File: src/hdl/cau_pkg.sv
// ----------------------------------------------------------------------------
// cau_pkg
// Shared widths, opcodes, status codes, pipeline types and saturation helper
// for the complex arithmetic unit.
// ----------------------------------------------------------------------------
package cau_pkg;

   localparam int WORD_W         = 32;
   localparam int OP_W           = 4;
   localparam int PROD_W         = 64;
   localparam int SUM_W          = 65;
   localparam int WIDE_W         = 66;
   localparam int DIR_W          = 34;
   localparam int QUO_W          = 33;
   localparam int SQRT_STEPS     = 32;
   localparam int STATUS_W       = 2;
   localparam int KIND_W         = 2;
   localparam int DEF_DATA_WIDTH = 32;
   localparam int DEF_FRAC_BITS  = 16;

   localparam logic [OP_W-1:0] OP_ADD     = 4'd0;
   localparam logic [OP_W-1:0] OP_SUB     = 4'd1;
   localparam logic [OP_W-1:0] OP_ADD_RE  = 4'd2;
   localparam logic [OP_W-1:0] OP_SUB_RE  = 4'd3;
   localparam logic [OP_W-1:0] OP_MUL     = 4'd4;
   localparam logic [OP_W-1:0] OP_SCALE   = 4'd5;
   localparam logic [OP_W-1:0] OP_DIV     = 4'd6;
   localparam logic [OP_W-1:0] OP_DIV_RE  = 4'd7;
   localparam logic [OP_W-1:0] OP_EQ      = 4'd8;
   localparam logic [OP_W-1:0] OP_CONJ    = 4'd9;
   localparam logic [OP_W-1:0] OP_MAG     = 4'd10;

   localparam logic [STATUS_W-1:0] ST_OK       = 2'd0;
   localparam logic [STATUS_W-1:0] ST_DIV_ZERO = 2'd1;
   localparam logic [STATUS_W-1:0] ST_SAT      = 2'd2;

   localparam logic [KIND_W-1:0] KIND_DIRECT = 2'd0;
   localparam logic [KIND_W-1:0] KIND_DIV    = 2'd1;
   localparam logic [KIND_W-1:0] KIND_SQRT   = 2'd2;

   typedef struct packed {
      logic                     valid;
      logic [OP_W-1:0]          op;
      logic signed [WORD_W-1:0] a_re;
      logic signed [WORD_W-1:0] a_im;
      logic signed [WORD_W-1:0] b_re;
      logic signed [WORD_W-1:0] b_im;
   } cmd_type;

   typedef struct packed {
      logic                    valid;
      logic [KIND_W-1:0]       kind;
      logic                    trunc;
      logic                    flip;
      logic                    dz;
      logic                    eq;
      logic signed [DIR_W-1:0] dir_re;
      logic signed [DIR_W-1:0] dir_im;
      logic signed [SUM_W-1:0] re_sum;
      logic signed [SUM_W-1:0] im_sum;
      logic [PROD_W-1:0]       sq;
   } sum_type;

   typedef struct packed {
      logic                     valid;
      logic [KIND_W-1:0]        kind;
      logic                     dz;
      logic                     eq;
      logic signed [WIDE_W-1:0] dir_re;
      logic signed [WIDE_W-1:0] dir_im;
      logic [PROD_W-1:0]        den;
      logic [PROD_W-1:0]        re_rem;
      logic [QUO_W-1:0]         re_bits;
      logic                     re_ovf;
      logic                     re_neg;
      logic [PROD_W-1:0]        im_rem;
      logic [QUO_W-1:0]         im_bits;
      logic                     im_ovf;
      logic                     im_neg;
      logic [PROD_W-1:0]        sq_n;
      logic [PROD_W-1:0]        sq_r;
   } iter_type;

   typedef struct packed {
      logic [WORD_W-1:0] val;
      logic              sat;
   } clamp_type;

   function automatic clamp_type sat_clamp(input logic signed [WIDE_W-1:0] v,
                                           input int sat_w);
      logic signed [WIDE_W-1:0] one;
      logic signed [WIDE_W-1:0] hi;
      logic signed [WIDE_W-1:0] lo;
      clamp_type r;
      one   = WIDE_W'(1);
      hi    = (one <<< (sat_w - 1)) - one;
      lo    = -(one <<< (sat_w - 1));
      r.val = v[WORD_W-1:0];
      r.sat = 1'b0;
      if (v > hi) begin
         r.val = hi[WORD_W-1:0];
         r.sat = 1'b1;
      end else if (v < lo) begin
         r.val = lo[WORD_W-1:0];
         r.sat = 1'b1;
      end
      return r;
   endfunction

endpackage

File: src/hdl/cau_final.sv
// ----------------------------------------------------------------------------
// cau_final
// Result select, saturation, status and the response register.
// ----------------------------------------------------------------------------
module cau_final import cau_pkg::*; #(
   parameter int SAT_W = DEF_DATA_WIDTH
) (
   input  logic                     clock,
   input  logic                     reset,
   input  iter_type                 fin_in,
   output logic                     rsp_valid,
   output logic signed [WORD_W-1:0] rsp_res_re,
   output logic signed [WORD_W-1:0] rsp_res_im,
   output logic                     rsp_is_equal,
   output logic [STATUS_W-1:0]      rsp_status
);

   localparam logic signed [WIDE_W-1:0] OVF_MAG = WIDE_W'(1) << QUO_W;
   localparam logic [WORD_W-1:0] LIM_HI = WORD_W'((PROD_W'(1) << (SAT_W - 1)) - PROD_W'(1));
   localparam logic [WORD_W-1:0] LIM_LO = ~LIM_HI;

   logic signed [WIDE_W-1:0] q_re, q_im, v_re, v_im;
   clamp_type                c_re, c_im;

   logic                     rsp_valid_ff, rsp_valid_in;
   logic [WORD_W-1:0]        rsp_res_re_ff, rsp_res_re_in;
   logic [WORD_W-1:0]        rsp_res_im_ff, rsp_res_im_in;
   logic                     rsp_is_equal_ff, rsp_is_equal_in;
   logic [STATUS_W-1:0]      rsp_status_ff, rsp_status_in;

   always_comb begin
      q_re = fin_in.re_ovf ? OVF_MAG : WIDE_W'(fin_in.re_bits);
      q_im = fin_in.im_ovf ? OVF_MAG : WIDE_W'(fin_in.im_bits);
      case (fin_in.kind)
         KIND_DIV: begin
            v_re = fin_in.re_neg ? -q_re : q_re;
            v_im = fin_in.im_neg ? -q_im : q_im;
         end
         KIND_SQRT: begin
            v_re = WIDE_W'(fin_in.sq_r);
            v_im = '0;
         end
         default: begin
            v_re = fin_in.dir_re;
            v_im = fin_in.dir_im;
         end
      endcase
      c_re = sat_clamp(v_re, SAT_W);
      c_im = sat_clamp(v_im, SAT_W);

      rsp_valid_in    = fin_in.valid;
      rsp_res_re_in   = c_re.val;
      rsp_res_im_in   = c_im.val;
      rsp_is_equal_in = fin_in.eq;
      if (fin_in.dz) begin
         rsp_status_in = ST_DIV_ZERO;
      end else if (c_re.sat || c_im.sat) begin
         rsp_status_in = ST_SAT;
      end else begin
         rsp_status_in = ST_OK;
      end
   end

   always_ff @(posedge clock) begin
      if (reset) begin
         rsp_valid_ff <= 1'b0;
      end else begin
         rsp_valid_ff <= rsp_valid_in;
      end
   end

   always_ff @(posedge clock) begin
      rsp_res_re_ff   <= rsp_res_re_in;
      rsp_res_im_ff   <= rsp_res_im_in;
      rsp_is_equal_ff <= rsp_is_equal_in;
      rsp_status_ff   <= rsp_status_in;
   end

   assign rsp_valid    = rsp_valid_ff;
   assign rsp_res_re   = rsp_res_re_ff;
   assign rsp_res_im   = rsp_res_im_ff;
   assign rsp_is_equal = rsp_is_equal_ff;
   assign rsp_status   = rsp_status_ff;

   a_dz_zero: assert property (@(posedge clock) disable iff (reset)
      rsp_valid_ff && rsp_status_ff == ST_DIV_ZERO |->
         rsp_res_re_ff == '0 && rsp_res_im_ff == '0)
      else $error("divide by zero with nonzero result");

   a_eq_clean: assert property (@(posedge clock) disable iff (reset)
      rsp_valid_ff && rsp_is_equal_ff |->
         rsp_status_ff == ST_OK && rsp_res_re_ff == '0 && rsp_res_im_ff == '0)
      else $error("compare response carries data or status");

   a_sat_limit: assert property (@(posedge clock) disable iff (reset)
      rsp_valid_ff && rsp_status_ff == ST_SAT |->
         rsp_res_re_ff == LIM_HI || rsp_res_re_ff == LIM_LO ||
         rsp_res_im_ff == LIM_HI || rsp_res_im_ff == LIM_LO)
      else $error("saturation status without a clamped part");

endmodule

File: config.mk
export PLATFORM = sky130hd
export DESIGN_NAME = cau_final
export DESIGN_NICKNAME = d
export VERILOG_FILES = /design/src/hdl/cau_pkg.sv /design/src/hdl/cau_final.sv
export SDC_FILE = /design/constraint.sdc
export NUM_CORES = 1
export LEC_CHECK = 0
export ABC_CLOCK_PERIOD_IN_PS = 4600
export BUFFER_PORTS_ARGS = -buffer_cell sky130_fd_sc_hd__buf_2
export CORE_AREA = 3 3 231 233
export CTS_CLUSTER_SIZE = 24
export DETAILED_ROUTE_END_ITERATION = 7
export DIE_AREA = 0 0 234 236
export PLACE_DENSITY = 0.41
export SLEW_MARGIN = 20
export SYNTH_ARGS = -nofsm -noshare
export SYNTH_HDL_FRONTEND = slang
export SYNTH_SLANG_ARGS = --single-unit
File: constraint.sdc
create_clock -name clock -period 4.6 [get_ports clock]
set_input_delay 0.92 -clock clock [delete_from_list [all_inputs] [get_ports clock]]
set_output_delay 0.92 -clock clock [all_outputs]
set_load 0.05 [all_outputs]
# Yosys cells after proc, flatten, opt, wreduce, memory -nomap -nowiden
# Index checks and enable logic that the tools add are counted.
[word_totals]
ff_bits = 68
latchBits = 0
ram_bits = 0
romBits = 0
input_bits = 529
output_inout_bits = 68
wordCells = 25
mem_count = 0
[classes]
add_sub_neg = 2
n_mul = 0
div = 0
n_lt_le_gt_ge = 4
eq_ne = 2
shifts = 0
muxes = 11
bitwise = 0
reduce_logical = 1
[ops]
columns = ["cell", "n"]
rows = [
  ["$pmux 66 s2", 2],
  ["$gt 66x32->1 const B", 2],
  ["$lt 66x32->1 const B", 2],
  ["$mux 66", 2],
  ["$neg 34->66", 2],
  ["$mux 34", 2],
  ["$mux 33", 2],
  ["$eq 2x1->1 const B", 1],
  ["$eq 2x2->1 const B", 1],
  ["$mux 1", 2],
  ["$mux 2", 1],
  ["$logic_or 1x1->1", 1],
]

# Depth between registers and ports, before layout
[depth]
depth_word = 9
depth_mapped = 14
depth_no_buf = 11

# Worst setup path before layout
# No wires, ideal clock.
[synth_path]
kind = "input -> register"
from = "input fin_in[228] (netlist name)"
to = "register rsp_res_re_ff[0] (netlist: rsp_res_re[0])"
setup_time_ns = 0.133
arrival_ns = 3.548
t_required_ns = 4.467
path_slack_ns = 0.919
cell_stages = 14
n_path_buf = 4
cell_sequence = "clkbuf_1 inv_1 clkbuf_1 nand2_1 ha_1 clkbuf_1 inv_1 nor4_1 nor3_1 a2111oi_0 nand3_1 o22ai_1 clkbuf_1 o21ai_0"
[synth_between]
elab_chain_cells = 6
elab_cells_between_ends = 7
cone_classes = "1 x add/sub; 2 x order compare; 4 x mux"
[synth_lines]
columns = ["element", "line_no", "rtl"]
rows = [
  ["from (decl)", "cau_final.sv:10", "input iter_type fin_in,"],
  ["$mux 34 (*)", "cau_final.sv:32", "q_re = fin_in.re_ovf ? OVF_MAG : WIDE_W'(fin_in.re_bits);"],
  ["$neg 34->66", "cau_final.sv:36", "v_re = fin_in.re_neg ? -q_re : q_re;"],
  ["$mux 66 (*)", "cau_final.sv:36", ""],
  ["$pmux 66 s2 (*)", "cau_final.sv:34", "case (fin_in.kind)"],
  ["$lt 66x32->1", "cau_pkg.sv:103", "end else if (v < lo) begin"],
  ["$mux 33", "cau_pkg.sv:103", ""],
  ["to (signal assigned)", "cau_final.sv:73", "rsp_res_re_ff <= rsp_res_re_in;"],
  ["to (decl)", "cau_final.sv:26", "logic [WORD_W-1:0] rsp_res_re_ff, rsp_res_re_in;"],
]
# Every way passes the cells marked *; elsewhere a longest branch is shown, timed or not.
# A chain may end at the register's enable or synchronous reset.

# Worst setup path in the final report
[layout_path]
from = "input fin_in[241] (netlist name)"
to = "register rsp_res_re_ff[6] (netlist: rsp_res_re[6])"
# Same word-level chain as after synthesis.

==> impl_metrics.toml <==
[yosys]
ys_types = 68
yosysTopAreaCell = "dfxtp_1"
ys_warn_count = 0
synth_edf_count = 0
ys_seq_elements = 68
ys_seq_area_share_pct = 24.1
synthArstFlopShare_pct = 0
syn-num-nets = 1290
avgSynthCellArea_sq_um = 7.47
synth_area_leaders = "dfxtp_1 24%, o21ai_0 6.5%, xnor2_1 5.0%"
syn-cell-area_sq_mm = 0.00566
synthFlopType = "dfxtp_1"
synth.top_cell.area_share_pct = 24.1
netlist_instances = 757

[die]
pin_count = 597
initial_utilization_pct = 11.0
coreArea_sq_mm = 0.0514
die_w_um = 234
fp-row-count = 83
die-area_sq_mm = 0.0552
die_height_um = 236

[placement]
portBuffers = 340
gp_congestion = 0.867
dp_hpwl_um = 29800

[clocking]
cts.htree.levels = 3
clock-sinks = 68
clk_path_buf_depth = 2
clk_pin_slew_worst_paths_ns = 0.06
cts.hold.buffers_added = 0
root_buffer = "clkbuf_16"
cts_resized = 0
cts_tree = "built"
cts_setup_buffers = 0
cts_buffers = 9

[timing]
layout_min_cycle_time_ns = 3.81
finalCritPeriodShare_pct = 82.7
worstMarginPinSlew_ns = 1.02
finalSetupViolations = 0
hold_ws_ns = 0.665
setup-tns-final_ns = 0
slew_violations = 0
rsz0062_at_grt = "false"
fmax_mhz = 263
hold_viol_final = 0
slew_headroom_pct = 32.0

[layout]
drive_gt1_share_pct = 39.2
n_fill_cell = 5932
nets = 1609
area_growth_pct = 51.0

[worst_setup_path]
cp.required_ns = 4.89
cp_slowest_stage_delay_ns = 0.54
critPathSlowestCell = "o21a_1"
path_max_fanout = 24
path_cells = "buf_2, nor4_1, and4_1, nand4_1, o21ai_1, a211oi_1, or3_1, o21a_1, buf_4, o21ai_0"
cp.arrival_ns = 4.10
crit_type = "input port to register"
cp-end-kind = "register"
critPathLaunchType = "input port"

[pwr]
power_density_mw_per_mm2 = 308
p_sw_uw = 1100
swShare_pct = 41.8
leakage_uw = 0.00333
total_power_uw = 2630
p_comb_share_pct = 40.8
p_int_uw = 1530
ir_worst_vdd_uv = 170
power_frac_seq_pct = 26.4
clkPwrFrac_pct = 32.8

[worst_hold_path]
worst_hold_path_type = "input port to register"

[drt]
drc = 0
dr_total_vias = 7580
drt_iter0_markers = 383
finalWirelength_um = 35700
post_drt_wl_per_cell_um = 20.2
postRouteAntennaNets = 0
drt_pass1_iterations = 5
routed_via_density = 4.29

[job]
drv_cap = 0

[grt]
grt_max_degree = 40
grt_overflow_total = 0
antenna_found_initial = 21
grt_pass1_wl_um = 50300
gr-usage-all-layers_pct = 12.4
grt_pass1_vias = 7546

[status]
status = "finished, final reports clean"
[state kept, by name (all words and copies together), names as in the netlist]
name	count
rsp_status	2
rsp_res_re	32
rsp_res_im	32
rsp_is_equal	1
rsp_valid	1
[Yosys cell counts, drive strengths merged (7+ instances only)]
library cell  count
dfxtp            68
a221oi           10
clkbuf           39
a22oi            29
nand2b            7
o41ai            12
nand3            11
a31oi             8
nor2b            14
mux2i            14
nor2             52
a221o            13
o21ai           115
or3               9
o211ai            8
o31ai            21
inv              11
nor3             27
nand4            20
a21oi            34
xnor2            32
or4              17
nand2            73
nor4             28
buf              15
[per-stage QoR]
step           util [%]  cell area (sq um)  std cells  setup slack, ns
2_1_floorplan         -               5660        757            0.919
3_3_place_gp       15.9               8180       1745            0.474
3_5_place_dp       15.9               8180       1745            0.470
4_1_cts            16.6               8530       1761            0.853
5_1_grt            16.6               8540       1765            0.563
6_report           16.6               8550       1768            0.794
[power groups by stage]
| stage | combinational [uW] | sequential, uW | clock [uW] |
|---|---|---|---|
| 4_1_cts | 1080 | 697 | 913 |
| 6_report | 1070 | 695 | 865 |
| 3_5_place_dp | 1080 | 710 | 0 |
| 5_1_grt | 1150 | 703 | 925 |
| 2_1_floorplan | 360 | 1000 | 0 |
| 3_3_place_gp | 1080 | 709 | 0 |
[critical path, delay by kind of cell]
family	cells	cell delay [ns]
compound gates	4	1.20
simple gates	4	1.44
buf+inv	2	0.51
[worst paths after layout]
path	start	endpoint	slack, ns	depth (start not counted)
hold / removal	fin_in[522]	rsp_is_equal	0.66	1
setup / recovery	fin_in[241]	rsp_res_re[6]	0.79	10
[cell usage in the layout, fill, tap and decap left out, types with 8 or more instances in the layout]
cell type    n
a21oi_1     34
a221o_1     13
a221oi_1    10
a22oi_1     28
a31oi_1      8
buf_2      340
buf_4       20
clkbuf_16    9
dfxtp_1     68
inv_1       10
mux2i_1     14
nand2_1     73
nand3_1     11
nand4_1     20
nor2_1      51
nor2b_1     14
nor3_1      27
nor4_1      26
o211ai_1     8
o21ai_0     74
o21ai_1     11
o21ai_2     30
o31ai_1     21
o41ai_1     11
or3_1        9
or4_1       16
xnor2_1     32
[routing by layer]
metal | global-route usage (%) | up-vias | part of all wire (%)
met3 | 4.41 | 47 | 9.5
met2 | 19.3 | 375 | 44
li1 | - | 3576 | -
met1 | 16.3 | 3562 | 45
met4 | 3.15 | 20 | 1.5
met5 | 0 | - | 0.38
[cell families (layout without fill, tap and decap cells)]
logic type                 Yosys count  after routing  synth area share [%]
AOI/OAI and AO/OA                  292            292                  36.3
xor gates and xnor gates            36             36                  5.57
adders and majority gates            4              4                 0.885
buffers and inverters               65            389                  5.11
DFF                                 68             68                  24.1
muxes                               14             14                  2.48
other                                0              7                     0
and+or+nand+nor                    278            278                  25.6
[cell type report]
class / count / area [sq um] / share of cell area, %
Timing Repair Buffer: 362 / 1890 / 22.1
Clock inverter: 7 / 124 / 1.45
Antenna cell: 7 / 17.5 / 0.205
Multi-Input combinational cell: 624 / 4030 / 47.2
Sequential cell: 68 / 1360 / 15.9
Inverter: 11 / 41.3 / 0.483
Tap cell: 680 / 851 / 9.96
Clock buffer: 9 / 225 / 2.64
Note: power is estimated with default switching activity, not from simulation.
