File: src/hdl/cau_pkg.sv
// ----------------------------------------------------------------------------
// cau_pkg
// Shared widths, opcodes, status codes, pipeline types and saturation helper
// for the complex arithmetic unit.
// ----------------------------------------------------------------------------
package cau_pkg;

   localparam int WORD_W         = 32;
   localparam int OP_W           = 4;
   localparam int PROD_W         = 64;
   localparam int SUM_W          = 65;
   localparam int WIDE_W         = 66;
   localparam int DIR_W          = 34;
   localparam int QUO_W          = 33;
   localparam int SQRT_STEPS     = 32;
   localparam int STATUS_W       = 2;
   localparam int KIND_W         = 2;
   localparam int DEF_DATA_WIDTH = 32;
   localparam int DEF_FRAC_BITS  = 16;

   localparam logic [OP_W-1:0] OP_ADD     = 4'd0;
   localparam logic [OP_W-1:0] OP_SUB     = 4'd1;
   localparam logic [OP_W-1:0] OP_ADD_RE  = 4'd2;
   localparam logic [OP_W-1:0] OP_SUB_RE  = 4'd3;
   localparam logic [OP_W-1:0] OP_MUL     = 4'd4;
   localparam logic [OP_W-1:0] OP_SCALE   = 4'd5;
   localparam logic [OP_W-1:0] OP_DIV     = 4'd6;
   localparam logic [OP_W-1:0] OP_DIV_RE  = 4'd7;
   localparam logic [OP_W-1:0] OP_EQ      = 4'd8;
   localparam logic [OP_W-1:0] OP_CONJ    = 4'd9;
   localparam logic [OP_W-1:0] OP_MAG     = 4'd10;

   localparam logic [STATUS_W-1:0] ST_OK       = 2'd0;
   localparam logic [STATUS_W-1:0] ST_DIV_ZERO = 2'd1;
   localparam logic [STATUS_W-1:0] ST_SAT      = 2'd2;

   localparam logic [KIND_W-1:0] KIND_DIRECT = 2'd0;
   localparam logic [KIND_W-1:0] KIND_DIV    = 2'd1;
   localparam logic [KIND_W-1:0] KIND_SQRT   = 2'd2;

   typedef struct packed {
      logic                     valid;
      logic [OP_W-1:0]          op;
      logic signed [WORD_W-1:0] a_re;
      logic signed [WORD_W-1:0] a_im;
      logic signed [WORD_W-1:0] b_re;
      logic signed [WORD_W-1:0] b_im;
   } cmd_type;

   typedef struct packed {
      logic                    valid;
      logic [KIND_W-1:0]       kind;
      logic                    trunc;
      logic                    flip;
      logic                    dz;
      logic                    eq;
      logic signed [DIR_W-1:0] dir_re;
      logic signed [DIR_W-1:0] dir_im;
      logic signed [SUM_W-1:0] re_sum;
      logic signed [SUM_W-1:0] im_sum;
      logic [PROD_W-1:0]       sq;
   } sum_type;

   typedef struct packed {
      logic                     valid;
      logic [KIND_W-1:0]        kind;
      logic                     dz;
      logic                     eq;
      logic signed [WIDE_W-1:0] dir_re;
      logic signed [WIDE_W-1:0] dir_im;
      logic [PROD_W-1:0]        den;
      logic [PROD_W-1:0]        re_rem;
      logic [QUO_W-1:0]         re_bits;
      logic                     re_ovf;
      logic                     re_neg;
      logic [PROD_W-1:0]        im_rem;
      logic [QUO_W-1:0]         im_bits;
      logic                     im_ovf;
      logic                     im_neg;
      logic [PROD_W-1:0]        sq_n;
      logic [PROD_W-1:0]        sq_r;
   } iter_type;

   typedef struct packed {
      logic [WORD_W-1:0] val;
      logic              sat;
   } clamp_type;

   function automatic clamp_type sat_clamp(input logic signed [WIDE_W-1:0] v,
                                           input int sat_w);
      logic signed [WIDE_W-1:0] one;
      logic signed [WIDE_W-1:0] hi;
      logic signed [WIDE_W-1:0] lo;
      clamp_type r;
      one   = WIDE_W'(1);
      hi    = (one <<< (sat_w - 1)) - one;
      lo    = -(one <<< (sat_w - 1));
      r.val = v[WORD_W-1:0];
      r.sat = 1'b0;
      if (v > hi) begin
         r.val = hi[WORD_W-1:0];
         r.sat = 1'b1;
      end else if (v < lo) begin
         r.val = lo[WORD_W-1:0];
         r.sat = 1'b1;
      end
      return r;
   endfunction

endpackage

File: src/hdl/cau_step.sv
// ----------------------------------------------------------------------------
// cau_step
// One pipeline stage: one restoring-division step on both lanes and, while
// STEP is below SQRT_STEPS, one bitwise square root step.
// ----------------------------------------------------------------------------
module cau_step import cau_pkg::*; #(
   parameter int STEP = 0
) (
   input  logic     clock,
   input  logic     reset,
   input  iter_type step_in,
   output iter_type step_out
);

   iter_type step_ff, step_in_nx;

   logic [PROD_W:0] r2_re, r2_im, df_re, df_im;
   logic            ge_re, ge_im;
   logic [PROD_W-1:0] sq_n_nx, sq_r_nx;

   always_comb begin
      r2_re = {step_in.re_rem, step_in.re_bits[QUO_W-1]};
      r2_im = {step_in.im_rem, step_in.im_bits[QUO_W-1]};
      ge_re = r2_re >= {1'b0, step_in.den};
      ge_im = r2_im >= {1'b0, step_in.den};
      df_re = r2_re - {1'b0, step_in.den};
      df_im = r2_im - {1'b0, step_in.den};
   end

   if (STEP < SQRT_STEPS) begin : g_sqrt
      localparam logic [PROD_W-1:0] BIT = PROD_W'(1) << (PROD_W - 2 - 2 * STEP);
      logic [PROD_W-1:0] trial;
      always_comb begin
         trial = step_in.sq_r + BIT;
         if (step_in.sq_n >= trial) begin
            sq_n_nx = step_in.sq_n - trial;
            sq_r_nx = (step_in.sq_r >> 1) + BIT;
         end else begin
            sq_n_nx = step_in.sq_n;
            sq_r_nx = step_in.sq_r >> 1;
         end
      end
   end else begin : g_hold
      always_comb begin
         sq_n_nx = step_in.sq_n;
         sq_r_nx = step_in.sq_r;
      end
   end

   always_comb begin
      step_in_nx         = step_in;
      step_in_nx.re_rem  = ge_re ? df_re[PROD_W-1:0] : r2_re[PROD_W-1:0];
      step_in_nx.im_rem  = ge_im ? df_im[PROD_W-1:0] : r2_im[PROD_W-1:0];
      step_in_nx.re_bits = {step_in.re_bits[QUO_W-2:0], ge_re};
      step_in_nx.im_bits = {step_in.im_bits[QUO_W-2:0], ge_im};
      step_in_nx.sq_n    = sq_n_nx;
      step_in_nx.sq_r    = sq_r_nx;
   end

   always_ff @(posedge clock) begin
      if (reset) begin
         step_ff.valid <= 1'b0;
      end else begin
         step_ff <= step_in_nx;
      end
   end

   assign step_out = step_ff;

endmodule

File: config.mk
export PLATFORM = sky130hd
export DESIGN_NAME = cau_step
export DESIGN_NICKNAME = d
export VERILOG_FILES = /design/src/hdl/cau_pkg.sv /design/src/hdl/cau_step.sv
export SDC_FILE = /design/constraint.sdc
export NUM_CORES = 1
export LEC_CHECK = 0
export BUFFER_PORTS_ARGS = -buffer_cell sky130_fd_sc_hd__clkbuf_2
export CORE_AREA = 2 2 416 418
export DETAILED_ROUTE_END_ITERATION = 6
export DIE_AREA = 0 0 418 420
export GPL_TIMING_DRIVEN = 0
export PLACE_DENSITY_LB_ADDON = 0.1
export SLEW_MARGIN = 20
export SYNTH_ARGS = -nofsm -noshare
export SYNTH_HDL_FRONTEND = slang
export SYNTH_SLANG_ARGS = --single-unit
File: constraint.sdc
create_clock -name clock -period 32.2 [get_ports clock]
set_clock_uncertainty 0.1 [all_clocks]
set_input_delay 1.61 -clock clock [delete_from_list [all_inputs] [get_ports clock]]
set_output_delay 1.61 -clock clock [all_outputs]
set_load 0.03 [all_outputs]
* Yosys cells after proc, flatten, opt, wreduce, memory -nomap -nowiden
Index checks and enable logic that the tools add are counted.
** Cells by class
- $add $sub $neg :: 5
- $lt $le $gt $ge :: 3
- Mux-type cells :: 4
** Operators by type and width (count)
- two-way mux 64 bit :: 3
- subtractor 64 bit :: 3
- >= comparator 65 x 64 -> 1 bit :: 2
- adder 63 x 63 -> 64 bit, second input constant :: 1
- adder 64 x 63 -> 64 bit, second input constant :: 1
- >= comparator 64 bit :: 1
- two-way mux 63 bit :: 1
** Storage, ports and cells
- Register bits :: 527
- Bits of input ports :: 529
- Word-level logic and storage cells :: 30

* Depth between registers and ports, before layout
Gate-level depths: netlist of the first run.
- Word-level depth :: 3
- Gate-level depth with buffers :: 16

* Least setup slack after synthesis of the first run
No wires, ideal clock.
- Path type :: input to register
- Start :: in reset
- End :: reg step_ff, in the netlist step_out[0], enable pin
- Data arrival time :: 11.726 ns
- Required time :: 31.230 ns
- Slack :: 19.504 ns
- Stages :: 1
- Buffers on the path :: 0
- Cells stage by stage :: inv_1
** RTL lines
- start: declaration :: line cau_step.sv:10 : input logic reset,
- end signal: assignment :: line cau_step.sv:64 : step_ff <= step_in_nx;
- end: declaration :: line cau_step.sv:15 : iter_type step_ff, step_in_nx;
No word-level cell between the ends.

==> results.sh, run 1 <==
export IMPL_grt_setup_unrepaired="no"
export IMPL_rows=152
export IMPL_outcome="complete, no violations"
export IMPL_gp_congestion=0.8539
export IMPL_largest_reg_flops=527
export IMPL_ios=1056
export IMPL_wl_per_cell_um=25.14
export IMPL_cts_setup_buffers=0
export IMPL_fmax_ghz=0.1802
export IMPL_syn_avg_cell_area_um2=11.46
export IMPL_dpl_cell_area_um2=38750
export IMPL_holdWs_ns=0.9682
export IMPL_synthesis_area_um2=30490
export IMPL_final_area_um2=41310
export IMPL_syn_inst=2660
export IMPL_crit_path_start_kind="primary input"
export IMPL_fin_tns_setup_ns=0
export IMPL_placedCellCount=5955
export IMPL_setup_violations=0
export IMPL_track_usage_pct=16.82
export IMPL_cts_tree="done"
export IMPL_maxSlewHeadroom_pct=21.68
export IMPL_wirelength_um=153200
export IMPL_end_kind="flop"
export IMPL_grt_pass1_wl_um=206900
export IMPL_ctsResizeCount=0
export IMPL_vias=25800
export IMPL_required_ns=32.54
export IMPL_synthFlopType="edfxtp_1"
export IMPL_path_clk_slew_ns=0.06
export IMPL_nNetsFinal=4523
export IMPL_cts_buffer_depth=3
export IMPL_ant_nets=0
export IMPL_die_h_um=420
export IMPL_hpwl_um=129900
export IMPL_coreArea_um2=171000
export IMPL_worst_path_max_fanout=10
export IMPL_die_x_um=418
export IMPL_yosysUniqueCellTypes=89
export IMPL_worstMarginPinSlew_ns=1.164
export IMPL_layout_common_cells="clkbuf_2 (1,056), edfxtp_1 (526), a21oi_1 (202)"
export IMPL_switching_share_pct=34.39
export IMPL_antenna_found_initial=54
export IMPL_yosysSeqAreaShare_pct=51.86
export IMPL_first_iter_violations=1409
export IMPL_ys_warn_count=0
export IMPL_cts_root_buf="clkbuf_16"
export IMPL_p_seq_share_pct=36.0
export IMPL_cap_violations=0
export IMPL_syn_nets=3384
export IMPL_hold_depth=1
export IMPL_gr_total_overflow=0
export IMPL_grt_pass1_vias=26280
export IMPL_ir_drop_uv=42.37
export IMPL_worstSetupPathType="in2reg"
export IMPL_p_leak_uw=0.01810
export IMPL_synthArstFlopShare_pct=0
export IMPL_final_common_cell="clkbuf_2"
export IMPL_cts_buffers=75
export IMPL_grt_max_degree=98
export IMPL_hold_viol=0
export IMPL_clkSinkCount=527
export IMPL_ys_ff_latch=527
export IMPL_vias_per_cell=4.232
export IMPL_drive_above_1_share_pct=34.30
export IMPL_powerDensity_nw_per_um2=58.58
export IMPL_power_switching_uw=832.2
export IMPL_cts_hold_buf=0
export IMPL_final_cells=6095
export IMPL_p_int_uw=1588
export IMPL_drc=0
export IMPL_synth_edff_count=526
export IMPL_clkPwrFrac_pct=36.2
export IMPL_min_to="step_out[234]"
export IMPL_area_growth_pct=35.48
export IMPL_min_from="step_in[233]"
export IMPL_start_util_pct=17.83
export IMPL_slew_violations=0
export IMPL_period_share_pct=17.23
export IMPL_htree_levels=3
export IMPL_hp_class="in2reg"
export IMPL_port_buffers=1055
export IMPL_fin_crit_ns=5.550
export IMPL_comb_power_share_pct=27.8
export IMPL_die_area_um2=175600
export IMPL_dr_pass1_iters=5
export IMPL_cp_data_arrival_time_ns=5.89
critical path: stages:
cell and delay [ns]:
clkbuf_2 0.11, inv_1 0.08, ha_1 0.38, and4_1 0.26, nand2_1 0.14, a211oi_4 0.30
o211ai_2 0.29, a2111oi_4 0.79, o21ba_4 0.28, o21ai_2 0.08, nor3b_4 0.19, o31ai_4 0.41
buf_6 0.35, buf_12 0.22, mux2_4 0.34
power by group through the flow:
stage                     sequential, uW  clock, uW  combinational, uW
after floorplan                     1050          0                273
after global placement               909          0                685
after detailed placement             886          0                683
after CTS                            873        915                686
after global routing                 878        933                726
final                                871        876                673
worst max-delay path by stage:
stage / cells past startpoint / start / slack [ns] / end
2_1_floorplan: 1 / reset / 19.50 / step_out[0]
3_3_place_gp: 2 / reset / 12.37 / step_out[357]
4_1_cts: 15 / step_in[334] / 26.53 / step_out[204]
6_report: 15 / step_in[334] / 26.65 / step_out[204]
5_1_grt: 15 / step_in[334] / 26.40 / step_out[204]
3_5_place_dp: 15 / step_in[334] / 25.75 / step_out[204]
cell families (layout without fill, tap and decap cells):
kind of cell	count (synthesis)	after routing	synth area share, %
buffers and inverters	294	1485	4.198
XOR/XNOR	168	168	4.825
other	0	11	0
multiplexers	134	134	5.478
AND/OR/NAND/NOR	587	587	9.470
adder cells (fa/ha/maj)	195	195	8.075
AO/OA/AOI/OAI	755	755	16.09
flip-flops	527	527	51.86
area by class of cell:
class	count	area, um^2
diodes	11	27.53
well taps	2233	2794
multi-input cells	1839	13400
inverters	175	664.4
flip-flops and latches	527	15820
repair buffers	1062	5453
fillers	18590	129700
clock buffers	86	1938
clock inverters	43	593.1
plain buffers	119	623.1
layer usage:
layer	vias to the layer above	track usage [%]	share of wire [%]
met2	851	31.16	53
met1	12410	17.52	36
met5	-	0	0.17
met4	42	6.406	3.6
li1	12270	-	-
met3	218	5.387	6.9
through the flow:
stage,utilization (%),power [uW],setup WS [ns]
floorplan,-,1322,19.50
global placement,22.56,1595,12.37
detailed placement,22.67,1569,25.75
CTS,24.15,2474,26.53
global route,24.16,2537,26.40
finish,24.16,2420,26.65
cell usage after synthesis (all sizes together) (13+ instances only):
library cell / n / area (um^2)
o21a: 24 / 180.2
a21o: 128 / 960.9
xnor2: 109 / 954.7
buf: 36 / 310.3
and3: 25 / 156.4
nor2: 118 / 445.4
nor2b: 24 / 150.1
nand2b: 23 / 143.9
a31oi: 31 / 209.0
edfxtp: 526 / 15800
a21boi: 13 / 97.59
o21ai: 182 / 929.6
clkbuf: 83 / 312.8
nand3: 52 / 260.3
a21oi: 203 / 1020
nand2: 193 / 724.4
xor2: 59 / 516.8
inv: 175 / 656.9
nand4: 55 / 344.1
o21bai: 38 / 285.3
mux2: 125 / 1580
o31ai: 19 / 175.2
a211oi: 21 / 175.2
nor3: 29 / 145.1
ha: 192 / 2402
o211ai: 13 / 102.6
Power figures use the tool's default switching activity.
==> run 2, diff against run 1 <==
--- a/config.mk
+++ b/config.mk
@@ -6,9 +6,9 @@
 export NUM_CORES = 1
 export LEC_CHECK = 0
 export BUFFER_PORTS_ARGS = -buffer_cell sky130_fd_sc_hd__clkbuf_2
-export CORE_AREA = 2 2 416 418
+export CORE_AREA = 2 2 408 410
 export DETAILED_ROUTE_END_ITERATION = 6
-export DIE_AREA = 0 0 418 420
+export DIE_AREA = 0 0 410 412
 export GPL_TIMING_DRIVEN = 0
 export PLACE_DENSITY_LB_ADDON = 0.1
 export SLEW_MARGIN = 20
==> constraint.sdc (replaced) <==
create_clock -name clock -period 5.2 [get_ports clock]
set_clock_uncertainty 0.1 [all_clocks]
set_input_delay 0.26 -clock clock [delete_from_list [all_inputs] [get_ports clock]]
set_output_delay 0.26 -clock clock [all_outputs]
set_load 0.03 [all_outputs]
==> run 2 against run 1 <==
Design area is 13% higher. Core utilization is 4.4 points higher. Critical path depth is 3 higher. Worst setup slack worse by 26 ns.
==> results.sh, run 2 (synthesized netlist as in run 1, its figures left out) <==
export IMPL_path_clk_slew_ns=0.06
export IMPL_max_stage_delay_ns=0.57
export IMPL_p_leak_uw=0.02047
export IMPL_dpl_worst_slack_ns=0.1079
export IMPL_critPathSlowestCell="dlygate4sd3_1"
export IMPL_worstSetupPathType="in2reg"
export IMPL_maxSlewHeadroom_pct=30.80
export IMPL_dr_pass1_iters=5
export IMPL_power_switching_uw=5433
export IMPL_worst_slack_ns=0.2325
export IMPL_hold_viol=0
export IMPL_outcome="complete, no violations"
export IMPL_layout_common_cells="clkbuf_2 (1,056), edfxtp_1 (526), dlygate4sd3_1 (525)"
export IMPL_fin_total_pwr_uw=15640
export IMPL_fmax_ghz=0.2013
export IMPL_placedCellCount=5924
export IMPL_grtUsageMet1_pct=21.52
export IMPL_wl_per_cell_um=24.55
export IMPL_required_ns=5.54
export IMPL_holdWs_ns=0.05095
export IMPL_drc=0
export IMPL_p_int_uw=10210
export IMPL_clkPwrFrac_pct=36.0
export IMPL_period_share_pct=95.53
export IMPL_grt_pass1_vias=28970
export IMPL_critPathBufInv=7
export IMPL_setup_violations=0
export IMPL_p_seq_share_pct=34.5
export IMPL_cts_tree="done"
export IMPL_grt_pass1_wl_um=221500
export IMPL_ir_drop_uv=216.2
export IMPL_area_growth_pct=53.76
export IMPL_slew_violations=0
export IMPL_cp_data_arrival_time_ns=5.31
export IMPL_cts_hold_buf=525
export IMPL_cts_buffer_depth=3
export IMPL_rows=149
export IMPL_drive_above_1_share_pct=30.55
export IMPL_worst_path_max_fanout=10
export IMPL_worstMarginPinSlew_ns=1.029
export IMPL_coreArea_um2=164200
export IMPL_use_met2_pct=32.71
export IMPL_grt_setup_unrepaired="no"
export IMPL_path_cells="dlygate4sd3_1 > clkbuf_2 > inv_1 > ha_1 > fa_1 > nor2b_1 > o31ai_1 > a21oi_1 > o21ai_0 > and2_1 > a211oi_1 > o31a_1 > nor2_1 > buf_2 > buf_4 > buf_2 > o21ai_1 > dlygate4sd3_1"
export IMPL_vias=27990
export IMPL_vias_per_cell=4.236
export IMPL_die_h_um=412
export IMPL_wirelength_um=162300
export IMPL_first_iter_violations=1430
export IMPL_powerDensity_nw_per_um2=333.7
export IMPL_largest_reg_flops=527
export IMPL_cts_buffers=76
export IMPL_crit_family="buffers and inverters"
export IMPL_clkSinkCount=527
export IMPL_comb_power_share_pct=29.5
export IMPL_switching_share_pct=34.73
export IMPL_final_common_cell="clkbuf_2"
export IMPL_die_area_um2=168900
export IMPL_grt_max_degree=32
export IMPL_track_usage_pct=18.44
export IMPL_fin_tns_setup_ns=0
export IMPL_ctsResizeCount=0
export IMPL_htree_levels=3
export IMPL_nNetsFinal=5062
export IMPL_cts_root_buf="clkbuf_16"
export IMPL_fin_crit_ns=4.968
export IMPL_port_buffers=1055
export IMPL_gp_congestion=0.8489
export IMPL_start_util_pct=18.57
export IMPL_crit_path_start_kind="primary input"
export IMPL_gr_total_overflow=0
export IMPL_final_cells=6608
export IMPL_ios=1056
export IMPL_busiest_layer="met2"
export IMPL_cap_violations=0
export IMPL_ant_nets=0
export IMPL_end_kind="flop"
export IMPL_grt_util_met3_pct=4.703
export IMPL_antenna_found_initial=40
export IMPL_hpwl_um=136100
export IMPL_hp_class="in2reg"
export IMPL_die_x_um=410
export IMPL_cts_setup_buffers=0
run 2: changes by cell type in the layout (fill, tap and decap cells not counted), moves of 6 or more:
cell,previous run,this run
dlygate4sd3_1,0,525
buf_16,6,0
diode_2,11,19
buf_12,5,24
clkinv_2,3,11
run 2: power by group through the flow:
stage | Sequential, uW | Clock (uW) | Combinational (uW)
floorplan | 6470 | 0 | 1690
global placement | 5580 | 0 | 4290
detailed placement | 5480 | 0 | 4290
CTS | 5400 | 5880 | 4680
global route | 5440 | 6020 | 4950
finish | 5400 | 5640 | 4610
run 2: final timing paths:
check / startpoint / end / slack (ns) / depth (start not counted)
worst max-delay path: step_in[64] / step_out[64] / 0.23 / 18
worst min-delay path: step_in[292] / step_out[293] / 0.05 / 2
run 2: through the flow:
step	utilization (%)	instance area, um^2
6_report	28.55	46890
3_3_place_gp	23.45	38520
5_1_grt	28.54	46870
4_1_cts	28.52	46840
3_5_place_dp	23.69	38910
2_1_floorplan	-	30500
run 2: layer usage:
metal  part of all wire (%)  wire length (um)
met1                     41             65760
met2                     50             80410
met3                    6.5             10600
met4                    3.2              5267
met5                   0.13               217
run 2: cell type report:
cell class,count,area [um^2]
clock buffer,88,1947
clock inverter,52,724.4
tap,2189,2739
antenna,19,47.55
buffer,119,623.1
multi-input combinational,1839,13410
inverter,175,660.6
sequential,527,15820
timing repair buffer,1600,10920
fill,17410,117400
