[src/hdl/cau_pkg.sv]
// ----------------------------------------------------------------------------
// cau_pkg
// Shared widths, opcodes, status codes, pipeline types and saturation helper
// for the complex arithmetic unit.
// ----------------------------------------------------------------------------
package cau_pkg;

   localparam int WORD_W         = 32;
   localparam int OP_W           = 4;
   localparam int PROD_W         = 64;
   localparam int SUM_W          = 65;
   localparam int WIDE_W         = 66;
   localparam int DIR_W          = 34;
   localparam int QUO_W          = 33;
   localparam int SQRT_STEPS     = 32;
   localparam int STATUS_W       = 2;
   localparam int KIND_W         = 2;
   localparam int DEF_DATA_WIDTH = 32;
   localparam int DEF_FRAC_BITS  = 16;

   localparam logic [OP_W-1:0] OP_ADD     = 4'd0;
   localparam logic [OP_W-1:0] OP_SUB     = 4'd1;
   localparam logic [OP_W-1:0] OP_ADD_RE  = 4'd2;
   localparam logic [OP_W-1:0] OP_SUB_RE  = 4'd3;
   localparam logic [OP_W-1:0] OP_MUL     = 4'd4;
   localparam logic [OP_W-1:0] OP_SCALE   = 4'd5;
   localparam logic [OP_W-1:0] OP_DIV     = 4'd6;
   localparam logic [OP_W-1:0] OP_DIV_RE  = 4'd7;
   localparam logic [OP_W-1:0] OP_EQ      = 4'd8;
   localparam logic [OP_W-1:0] OP_CONJ    = 4'd9;
   localparam logic [OP_W-1:0] OP_MAG     = 4'd10;

   localparam logic [STATUS_W-1:0] ST_OK       = 2'd0;
   localparam logic [STATUS_W-1:0] ST_DIV_ZERO = 2'd1;
   localparam logic [STATUS_W-1:0] ST_SAT      = 2'd2;

   localparam logic [KIND_W-1:0] KIND_DIRECT = 2'd0;
   localparam logic [KIND_W-1:0] KIND_DIV    = 2'd1;
   localparam logic [KIND_W-1:0] KIND_SQRT   = 2'd2;

   typedef struct packed {
      logic                     valid;
      logic [OP_W-1:0]          op;
      logic signed [WORD_W-1:0] a_re;
      logic signed [WORD_W-1:0] a_im;
      logic signed [WORD_W-1:0] b_re;
      logic signed [WORD_W-1:0] b_im;
   } cmd_type;

   typedef struct packed {
      logic                    valid;
      logic [KIND_W-1:0]       kind;
      logic                    trunc;
      logic                    flip;
      logic                    dz;
      logic                    eq;
      logic signed [DIR_W-1:0] dir_re;
      logic signed [DIR_W-1:0] dir_im;
      logic signed [SUM_W-1:0] re_sum;
      logic signed [SUM_W-1:0] im_sum;
      logic [PROD_W-1:0]       sq;
   } sum_type;

   typedef struct packed {
      logic                     valid;
      logic [KIND_W-1:0]        kind;
      logic                     dz;
      logic                     eq;
      logic signed [WIDE_W-1:0] dir_re;
      logic signed [WIDE_W-1:0] dir_im;
      logic [PROD_W-1:0]        den;
      logic [PROD_W-1:0]        re_rem;
      logic [QUO_W-1:0]         re_bits;
      logic                     re_ovf;
      logic                     re_neg;
      logic [PROD_W-1:0]        im_rem;
      logic [QUO_W-1:0]         im_bits;
      logic                     im_ovf;
      logic                     im_neg;
      logic [PROD_W-1:0]        sq_n;
      logic [PROD_W-1:0]        sq_r;
   } iter_type;

   typedef struct packed {
      logic [WORD_W-1:0] val;
      logic              sat;
   } clamp_type;

   function automatic clamp_type sat_clamp(input logic signed [WIDE_W-1:0] v,
                                           input int sat_w);
      logic signed [WIDE_W-1:0] one;
      logic signed [WIDE_W-1:0] hi;
      logic signed [WIDE_W-1:0] lo;
      clamp_type r;
      one   = WIDE_W'(1);
      hi    = (one <<< (sat_w - 1)) - one;
      lo    = -(one <<< (sat_w - 1));
      r.val = v[WORD_W-1:0];
      r.sat = 1'b0;
      if (v > hi) begin
         r.val = hi[WORD_W-1:0];
         r.sat = 1'b1;
      end else if (v < lo) begin
         r.val = lo[WORD_W-1:0];
         r.sat = 1'b1;
      end
      return r;
   endfunction

endpackage

[src/hdl/cau_prep.sv]
// ----------------------------------------------------------------------------
// cau_prep
// Fixed-point truncation, operand magnitudes, quotient range check and
// divider / square root seeding (two stages).
// ----------------------------------------------------------------------------
module cau_prep import cau_pkg::*; #(
   parameter int FRAC_BITS = DEF_FRAC_BITS
) (
   input  logic     clock,
   input  logic     reset,
   input  sum_type  sum_in,
   output iter_type iter_out
);

   localparam int XW = PROD_W + FRAC_BITS;
   localparam int HW = XW - QUO_W;
   localparam int CW = (HW > PROD_W) ? HW : PROD_W;
   localparam logic signed [WIDE_W-1:0] BIAS = (WIDE_W'(1) << FRAC_BITS) - WIDE_W'(1);

   typedef struct packed {
      logic                     valid;
      logic [KIND_W-1:0]        kind;
      logic                     dz;
      logic                     eq;
      logic signed [WIDE_W-1:0] dir_re;
      logic signed [WIDE_W-1:0] dir_im;
      logic [PROD_W-1:0]        re_num;
      logic                     re_neg;
      logic [PROD_W-1:0]        im_num;
      logic                     im_neg;
      logic [PROD_W-1:0]        den;
   } div_type;

   div_type  div_ff, div_in;
   iter_type iter_ff, iter_in;

   logic signed [WIDE_W-1:0] t_re, t_im;
   logic signed [SUM_W-1:0]  n_re, n_im;
   logic [XW-1:0]            x_re, x_im;
   logic [CW-1:0]            h_re, h_im;

   always_comb begin
      t_re = WIDE_W'(sum_in.re_sum) + (sum_in.re_sum[SUM_W-1] ? BIAS : '0);
      t_im = WIDE_W'(sum_in.im_sum) + (sum_in.im_sum[SUM_W-1] ? BIAS : '0);
      n_re = sum_in.re_sum[SUM_W-1] ? -sum_in.re_sum : sum_in.re_sum;
      n_im = sum_in.im_sum[SUM_W-1] ? -sum_in.im_sum : sum_in.im_sum;

      div_in.valid  = sum_in.valid;
      div_in.kind   = sum_in.kind;
      div_in.dz     = sum_in.dz;
      div_in.eq     = sum_in.eq;
      div_in.dir_re = sum_in.trunc ? (t_re >>> FRAC_BITS) : WIDE_W'(sum_in.dir_re);
      div_in.dir_im = sum_in.trunc ? (t_im >>> FRAC_BITS) : WIDE_W'(sum_in.dir_im);
      div_in.re_num = n_re[PROD_W-1:0];
      div_in.im_num = n_im[PROD_W-1:0];
      div_in.re_neg = sum_in.re_sum[SUM_W-1] ^ sum_in.flip;
      div_in.im_neg = sum_in.im_sum[SUM_W-1] ^ sum_in.flip;
      div_in.den    = sum_in.sq;
   end

   always_comb begin
      x_re = {div_ff.re_num, {FRAC_BITS{1'b0}}};
      x_im = {div_ff.im_num, {FRAC_BITS{1'b0}}};
      h_re = CW'(x_re >> QUO_W);
      h_im = CW'(x_im >> QUO_W);

      iter_in.valid   = div_ff.valid;
      iter_in.kind    = div_ff.kind;
      iter_in.dz      = div_ff.dz;
      iter_in.eq      = div_ff.eq;
      iter_in.dir_re  = div_ff.dir_re;
      iter_in.dir_im  = div_ff.dir_im;
      iter_in.den     = div_ff.den;
      iter_in.re_rem  = h_re[PROD_W-1:0];
      iter_in.re_bits = x_re[QUO_W-1:0];
      iter_in.re_ovf  = h_re >= CW'(div_ff.den);
      iter_in.re_neg  = div_ff.re_neg;
      iter_in.im_rem  = h_im[PROD_W-1:0];
      iter_in.im_bits = x_im[QUO_W-1:0];
      iter_in.im_ovf  = h_im >= CW'(div_ff.den);
      iter_in.im_neg  = div_ff.im_neg;
      iter_in.sq_n    = div_ff.den;
      iter_in.sq_r    = '0;
   end

   always_ff @(posedge clock) begin
      if (reset) begin
         div_ff.valid  <= 1'b0;
         iter_ff.valid <= 1'b0;
      end else begin
         div_ff  <= div_in;
         iter_ff <= iter_in;
      end
   end

   assign iter_out = iter_ff;

endmodule

[config.mk]
export PLATFORM = sky130hd
export DESIGN_NAME = cau_prep
export DESIGN_NICKNAME = d
export VERILOG_FILES = /design/src/hdl/cau_pkg.sv /design/src/hdl/cau_prep.sv
export SDC_FILE = /design/constraint.sdc
export NUM_CORES = 1
export LEC_CHECK = 0
export ABC_AREA = 1
export BUFFER_PORTS_ARGS = -buffer_cell sky130_fd_sc_hd__buf_2
export CORE_MARGIN = 2
export CORE_UTILIZATION = 29
export CTS_CLUSTER_DIAMETER = 150
export DETAILED_ROUTE_END_ITERATION = 8
export PLACE_DENSITY = 0.55
export SLEW_MARGIN = 25
export SYNTH_ARGS = -nofsm -noshare
export SYNTH_HDL_FRONTEND = slang
export SYNTH_SLANG_ARGS = --single-unit
[constraint.sdc]
create_clock -name clock -period 13.35 [get_ports clock]
set_clock_uncertainty 0.1 [all_clocks]
set_input_delay 2.0025 -clock clock [delete_from_list [all_inputs] [get_ports clock]]
set_output_delay 2.0025 -clock clock [all_outputs]
set_load 0.02 [all_outputs]
=== Yosys cells after proc, flatten, opt, wreduce, memory -nomap -nowiden ===
Cells that the tools add are included.

* Register bits after elaboration: 664
* Input bits: 271

* Add/subtract/negate cells: 4
* Order comparisons: 2
* Multiplexer cells: 6
* Bitwise gates (word level): 2

{| class="wikitable"
|+ Operators with widths
! kind !! count
|-
| adder 65 x 17 -> 66 bit || 2
|-
| two-way mux 66 bit || 2
|-
| greater-or-equal comparator 47 x 64 -> 1 bit || 2
|-
| two-way mux 64 bit || 2
|-
| negation 64 bit || 2
|-
| two-way mux 16 bit || 2
|-
| bitwise XOR 1 bit || 2
|}

=== Logic depth before layout (Yosys ltp) ===
Gate-level depths: netlist of the first run.

* Depth in word-level cells: 3
* Gate-level depth with buffers: 15

=== Worst setup path before layout of the first run ===
Ideal clock, no wire load.

* Path type: input port to flip-flop
* From: input port reset
* To: register div_ff[0] in the netlist's numbering, enable pin
* Library setup time: 0.940 ns
* Arrival: 13.501 ns
* Data required time: 12.310 ns
* Setup slack: -1.191 ns
* Stages on the path: 1
* Cells stage by stage: inv_1

{| class="wikitable"
|+ RTL lines
! item !! line !! source
|-
| start, declared || cau_prep.sv:10 || <nowiki>input logic reset,</nowiki>
|-
| end signal, assigned || cau_prep.sv:91 || <nowiki>div_ff <= div_in;</nowiki>
|-
| end, declared || cau_prep.sv:34 || <nowiki>div_type div_ff, div_in;</nowiki>
|}

No word-level cell between the ends.

=== Final worst setup path of the first run ===
* From: input port reset
* To: register iter_ff (netlist bit iter_out[156]), enable pin

{| class="wikitable"
|+ RTL lines
! item !! line !! source
|-
| end signal, assigned || cau_prep.sv:92 || <nowiki>iter_ff <= iter_in;</nowiki>
|-
| end, declared || cau_prep.sv:35 || <nowiki>iter_type iter_ff, iter_in;</nowiki>
|}

No word-level cell between the ends.

==> impl_metrics.ini, run 1 <==
[routing]
antenna_left = 0
wl_per_cell_um = 22.7
routed_wl_mm = 131
remaining_drc_errors = 0
vias_per_cell = 4.68
drt_iter0_markers = 2485
via_count = 27021
drtPass1Iterations = 6

[clocking]
insertion_delay_ns = 0.66
cts_max_path_buffers = 3
postCtsResizedCells = 0
clockRootBuffer = clkbuf_16
clk_pin_slew_worst_paths_ns = 0.06
clock-sinks = 600
cts_tree = yes
cts_buffers = 72
ctsHoldBuffers = 0
htreeDepth = 3
cts_setup_buffers = 0

[sta]
setup_viol = 0
layout_setup_ws_ns = 8.94
drv_slew = 0
finalHoldViolCount = 0
max_freq_ghz = 0.227
rsz0062_at_grt = false
tightest_slew_ns = 1.11
tns_ns = 0
period_minus_slack_ns = 4.41
fin_crit_sh = 0.330
max_slew_margin = 0.257

[global_routing]
grt_pass1_vias = 25191
grtUsageTotal = 0.216
antenna_found_initial = 25
grt_pass1_wl_mm = 180
overflow = 0
grt_max_degree = 161

[layout]
drive_gt1_frac = 0.211
fill_cells = 11889
final_nets = 4593
multi_input_area_mm2 = 0.0122
syn_to_final_growth_pct = 18.9
final-seq-area_mm2 = 0.0180
fin_area_mm2 = 0.0395

[power_and_ir_drop]
power.leakage_uw = 0.0174
swShare = 0.293
vdd_drop_max_mv = 0.0797
seq_power_share = 0.463
power.switching_uw = 1500
clkPwrFrac = 0.388
power.density_mw_per_mm2 = 130
combinationalPowerShare = 0.150
p_int_uw = 3630

[synth]
synth_top_area_frac = 0.541
yosysMostFrequentCell = nand2_1
ys.flop_type = edfxtp_1
synth-simple-area-share = 0.248
synth_top_family_by_area = simple AND/OR/NAND/NOR gates
synth_mux_area_frac = 0
async_flop_share = 0
synth_compound_area_frac = 0.0291
synth.distinct_cells = 47
synthCells = 3597
ys_seq_area_frac = 0.542
synth_area_leader_cell = edfxtp_1
synth_edf_count = 598
syn_area_mm2 = 0.0332
synth_xor_area_frac = 0.0290
synth_fa_ha_area_frac = 0.0475
ys_top_cells_by_area = edfxtp_1 (54%), nand2_1 (12%), buf_4 (5.2%)
syn_area_per_cell_um2 = 9.23
synth_commonest_cells = nand2_1 (1,056), edfxtp_1 (598), inv_1 (365), nor2_1 (343), nand3_1 (261)
ys_ff_latch = 600
yosysWarnings = 0

[critical_path]
crit_family = buffers and inverters
max_stage_delay_ns = 0.79
cp-start-kind = input port
crit_slowest_cell = buf_4
cp_num_buf_inv = 4
worstPathMaxFanout = 160
cp_cell_sequence = buf_2 -> clkinvlp_4 -> buf_4 -> buf_12
endpoint_kind = flip-flop
cp_data_required_time_ns = 13.52
critical_path_arrival_ns = 4.58
critPathKind = in2reg

[min_path]
hold_path_class = reg2reg

[placed_design]
io_buffers = 667
globalplace.congestion = 0.947
hpwl_mm = 107
placed_cell_area_mm2 = 0.0371
place_ws_ns = 8.21

[floorplan]
core_mm2 = 0.114
start_util = 0.291
die_x_um = 342
dieArea_mm2 = 0.117
ioPinCount = 798
num_rows = 124
die_y_um = 342

[job]
cap_violations = 0

[run_status]
status = finished, final reports clean
-- stage by stage --
stage                     instances  power, uW  hold WS, ns  utilization
after floorplan                3726       2890        0.288            -
after global placement         5633       3180        0.297        0.325
after detailed placement       5633       3180        0.304        0.325
after CTS                      5764       5200        0.298        0.346
after global routing           5772       5350        0.320        0.346
final                          5776       5130        0.309        0.346
-- power groups by stage --
stage          registers, uW  logic [uW]  clock network [uW]
2_1_floorplan           2470         421                   0
3_3_place_gp            2420         760                   0
3_5_place_dp            2420         766                   0
4_1_cts                 2380         770                2050
5_1_grt                 2390         839                2120
6_report                2370         767                1990
-- placed cells by master (no fill, tap or decap), types with 9 or more instances in the layout --
cell and n:
a21oi_1 72, a31oi_1 12, buf_2 666, buf_4 9, clkbuf_1 17, clkbuf_16 72
clkinv_1 20, clkinv_2 11, conb_1 130, diode_2 11, edfxtp_1 598, ha_1 126
inv_1 364, inv_2 33, nand2_1 1056, nand3_1 261, nand3_2 15, nand4_1 81
nor2_1 343, nor2_2 25, nor3_1 47, nor3_2 15, nor4_1 13, o21ai_0 42
o21ai_1 19, xnor2_1 14, xor2_1 96
-- logic make-up after synthesis --
| group | after synthesis |
|---|---|
| fa+ha+maj | 126 |
| other cells | 1 |
| buf+inv | 685 |
| simple gates | 1901 |
| xor+xnor | 110 |
| compound gates | 174 |
| flops | 600 |
-- routing by layer --
metal	routed length (um)	track usage
met1	58200	0.299
met2	61000	0.348
met3	8790	0.0331
met4	3220	0.0629
met5	103	0
-- layout make-up --
class                   instances  share of cell area
multi-input cells            2441               0.310
clock inverters                42              0.0129
clock buffers                  89              0.0472
repair buffers                678              0.0878
well taps                    1512              0.0479
flip-flops and latches        600               0.456
diodes                         11            0.000697
inverters                     403              0.0384
-- flip-flops by register name (all words and copies together) (netlist names) --
name,count
div_ff,299
iter_out,301
-- path summary, 6_finish.rpt --
| check | from | to | slack, ns | depth (start not counted) |
|---|---|---|---|---|
| hold / removal | div_ff[239]$_DFFE_PN_ | iter_out[435]$_DFFE_PN_ | 0.31 | 0 |
| setup / recovery | reset | iter_out[156]$_DFFE_PN_ | 8.94 | 4 |
| hold reg to reg | div_ff[239]$_DFFE_PN_ | iter_out[435]$_DFFE_PN_ | 0.31 | 0 |
| setup reg to reg | div_ff[27]$_DFFE_PN_ | iter_out[228]$_DFFE_PN_ | 10.45 | 10 |
Power figures use the tool's default switching activity.
==> inputs of run 2 (changes only) <==
==> constraint.sdc (replaced) <==
create_clock -name clock -period 3.7 [get_ports clock]
set_clock_uncertainty 0.1 [all_clocks]
set_input_delay 0.555 -clock clock [delete_from_list [all_inputs] [get_ports clock]]
set_output_delay 0.555 -clock clock [all_outputs]
set_load 0.02 [all_outputs]
==> run 2 against run 1 <==
  * Register-to-register slack got worse by 9.7 ns
  * Clock power grew to 3.8 times the previous value
  * Worst hold slack worse by 0.26 ns
  * Non-clock buffer count grew 86
  * Final cell count up 1.5%
  * Largest power group unchanged
==> impl_metrics.ini, run 2 (synthesized netlist as in run 1, its figures left out) <==
[sta]
drv_slew = 0
max_freq_ghz = 0.341
rsz0062_at_grt = false
period_minus_slack_ns = 2.93
tns_ns = 0
tightest_slew_ns = 0.795
max_slew_margin = 0.465
finalHoldViolCount = 0
layout_setup_ws_ns = 0.767
setup_viol = 0
fin_crit_sh = 0.793

[layout]
utilization = 0.355
final_nets = 4679
largest_reg_flops = 301
syn_to_final_growth_pct = 22.0
most-common-layout-cells = nand2_1 (1,056), buf_2 (666), edfxtp_1 (598)
multi_input_area_mm2 = 0.0122
drive_gt1_frac = 0.213
fill_cells = 11866
final-seq-area_mm2 = 0.0180
fin_cells = 5860
final_common_cell = nand2_1

[power_and_ir_drop]
vdd_drop_max_mv = 0.285
p_int_uw = 13400
swShare = 0.296
seq_power_share = 0.452
power.density_mw_per_mm2 = 468
power.leakage_uw = 0.0178
total_power_uw = 19000
combinationalPowerShare = 0.151
power.switching_uw = 5610
clkPwrFrac = 0.397

[critical_path]
cp-start-kind = flip-flop
critPathKind = reg2reg
endpoint_kind = flip-flop
cp_data_required_time_ns = 4.13
worstPathMaxFanout = 2
critical_path_arrival_ns = 3.36
r2r.worst_path.cells = 10

[global_routing]
antenna_found_initial = 33
grtUsageTotal = 0.223
grt_pass1_wl_mm = 186
grt_max_degree = 108
grt_pass1_vias = 26064
overflow = 0

[clocking]
insertion_delay_ns = 0.66
clk_pin_slew_worst_paths_ns = 0.06
cts_setup_buffers = 0
clockRootBuffer = clkbuf_16
clock-sinks = 600
postCtsResizedCells = 0
cts_max_path_buffers = 3
htreeDepth = 3
cts_tree = yes
cts_buffers = 72

[floorplan]
core_mm2 = 0.114
ioPinCount = 798
die_y_um = 342
num_rows = 124
dieArea_mm2 = 0.117
start_util = 0.291
die_x_um = 342

[placed_design]
globalplace.congestion = 0.929
place_ws_ns = 0.572
io_buffers = 667
hpwl_mm = 109
placedCellCount = 5650

[routing]
wl_per_cell_um = 23.0
via_count = 27497
routed_wl_mm = 135
drt_iter0_markers = 2585
vias_per_cell = 4.69
antenna_left = 0
drtPass1Iterations = 5
remaining_drc_errors = 0

[min_path]
hold_depth = 3
hold_path_class = in2reg

[job]
cap_violations = 0

[run_status]
status = finished, final reports clean
==> run 2: cell count changes in the layout (fill, tap and decap cells not counted), sizes merged <==
cell / before / now
clkbuf: 89 / 86
clkinvlp: 2 / 8
clkinv: 37 / 33
diode: 11 / 7
bufinv: 7 / 9
buf: 678 / 694
dlygate4sd3: 0 / 70
inv: 399 / 400
==> run 2: timing repair <==
item                       CTS  global route
hold endpoints to repair    70             0
setup endpoints to repair    0             0
hold buffers                70             0
==> run 2: metal layers <==
layer	part of all wire	GRT usage	up-vias	wire, um
li1	-	-	13001	-
met1	0.44	0.305	13241	59500
met2	0.46	0.352	1030	61800
met3	0.069	0.0461	199	9340
met4	0.029	0.0703	26	3870
met5	0.0012	0	-	165
==> run 2: power by group through the flow <==
stage | Combinational, uW | Sequential [uW] | Clock [uW]
global placement | 2790 | 8720 | 0
CTS | 2890 | 8590 | 7730
floorplan | 1520 | 8910 | 0
finish | 2870 | 8570 | 7530
detailed placement | 2810 | 8720 | 0
global route | 3140 | 8630 | 7970
==> run 2: final timing paths <==
check	from	end	slack (ns)
worst min-delay path	sum_in[231]	div_ff[263]$_DFFE_PN_	0.05
worst max register to register	div_ff[31]$_DFFE_PN_	iter_out[228]$_DFFE_PN_	0.77
worst max-delay path	div_ff[31]$_DFFE_PN_	iter_out[228]$_DFFE_PN_	0.77
worst min register to register	div_ff[233]$_DFFE_PN_	iter_out[429]$_DFFE_PN_	0.30
==> run 2: stage by stage <==
stage / hold WS, ns / instance area (um2)
floorplan: 0.288 / 33700
global placement: 0.291 / 37300
detailed placement: 0.297 / 37300
CTS: 0.00461 / 40500
global route: 0.0320 / 40500
finish: 0.0499 / 40500
==> run 2: cell type report <==
| class | count | area share |
|---|---|---|
| Tap cell | 1512 | 0.0467 |
| Sequential cell | 600 | 0.444 |
| Antenna cell | 7 | 0.000432 |
| Timing Repair Buffer | 764 | 0.108 |
| Inverter | 403 | 0.0374 |
| Multi-Input combinational cell | 2441 | 0.302 |
| Clock buffer | 86 | 0.0463 |
| Clock inverter | 47 | 0.0154 |
==> run 2: critical path, stage by stage (launching register included) <==
cell      delay (ns)
edfxtp_1        0.34
inv_1           0.14
ha_1            0.33
nand2_1         0.06
nor2_1          0.20
nand2_1         0.26
nor3b_1         0.55
nand4_1         0.16
nand3_1         0.36
nand2_1         0.13
a21oi_1         0.14
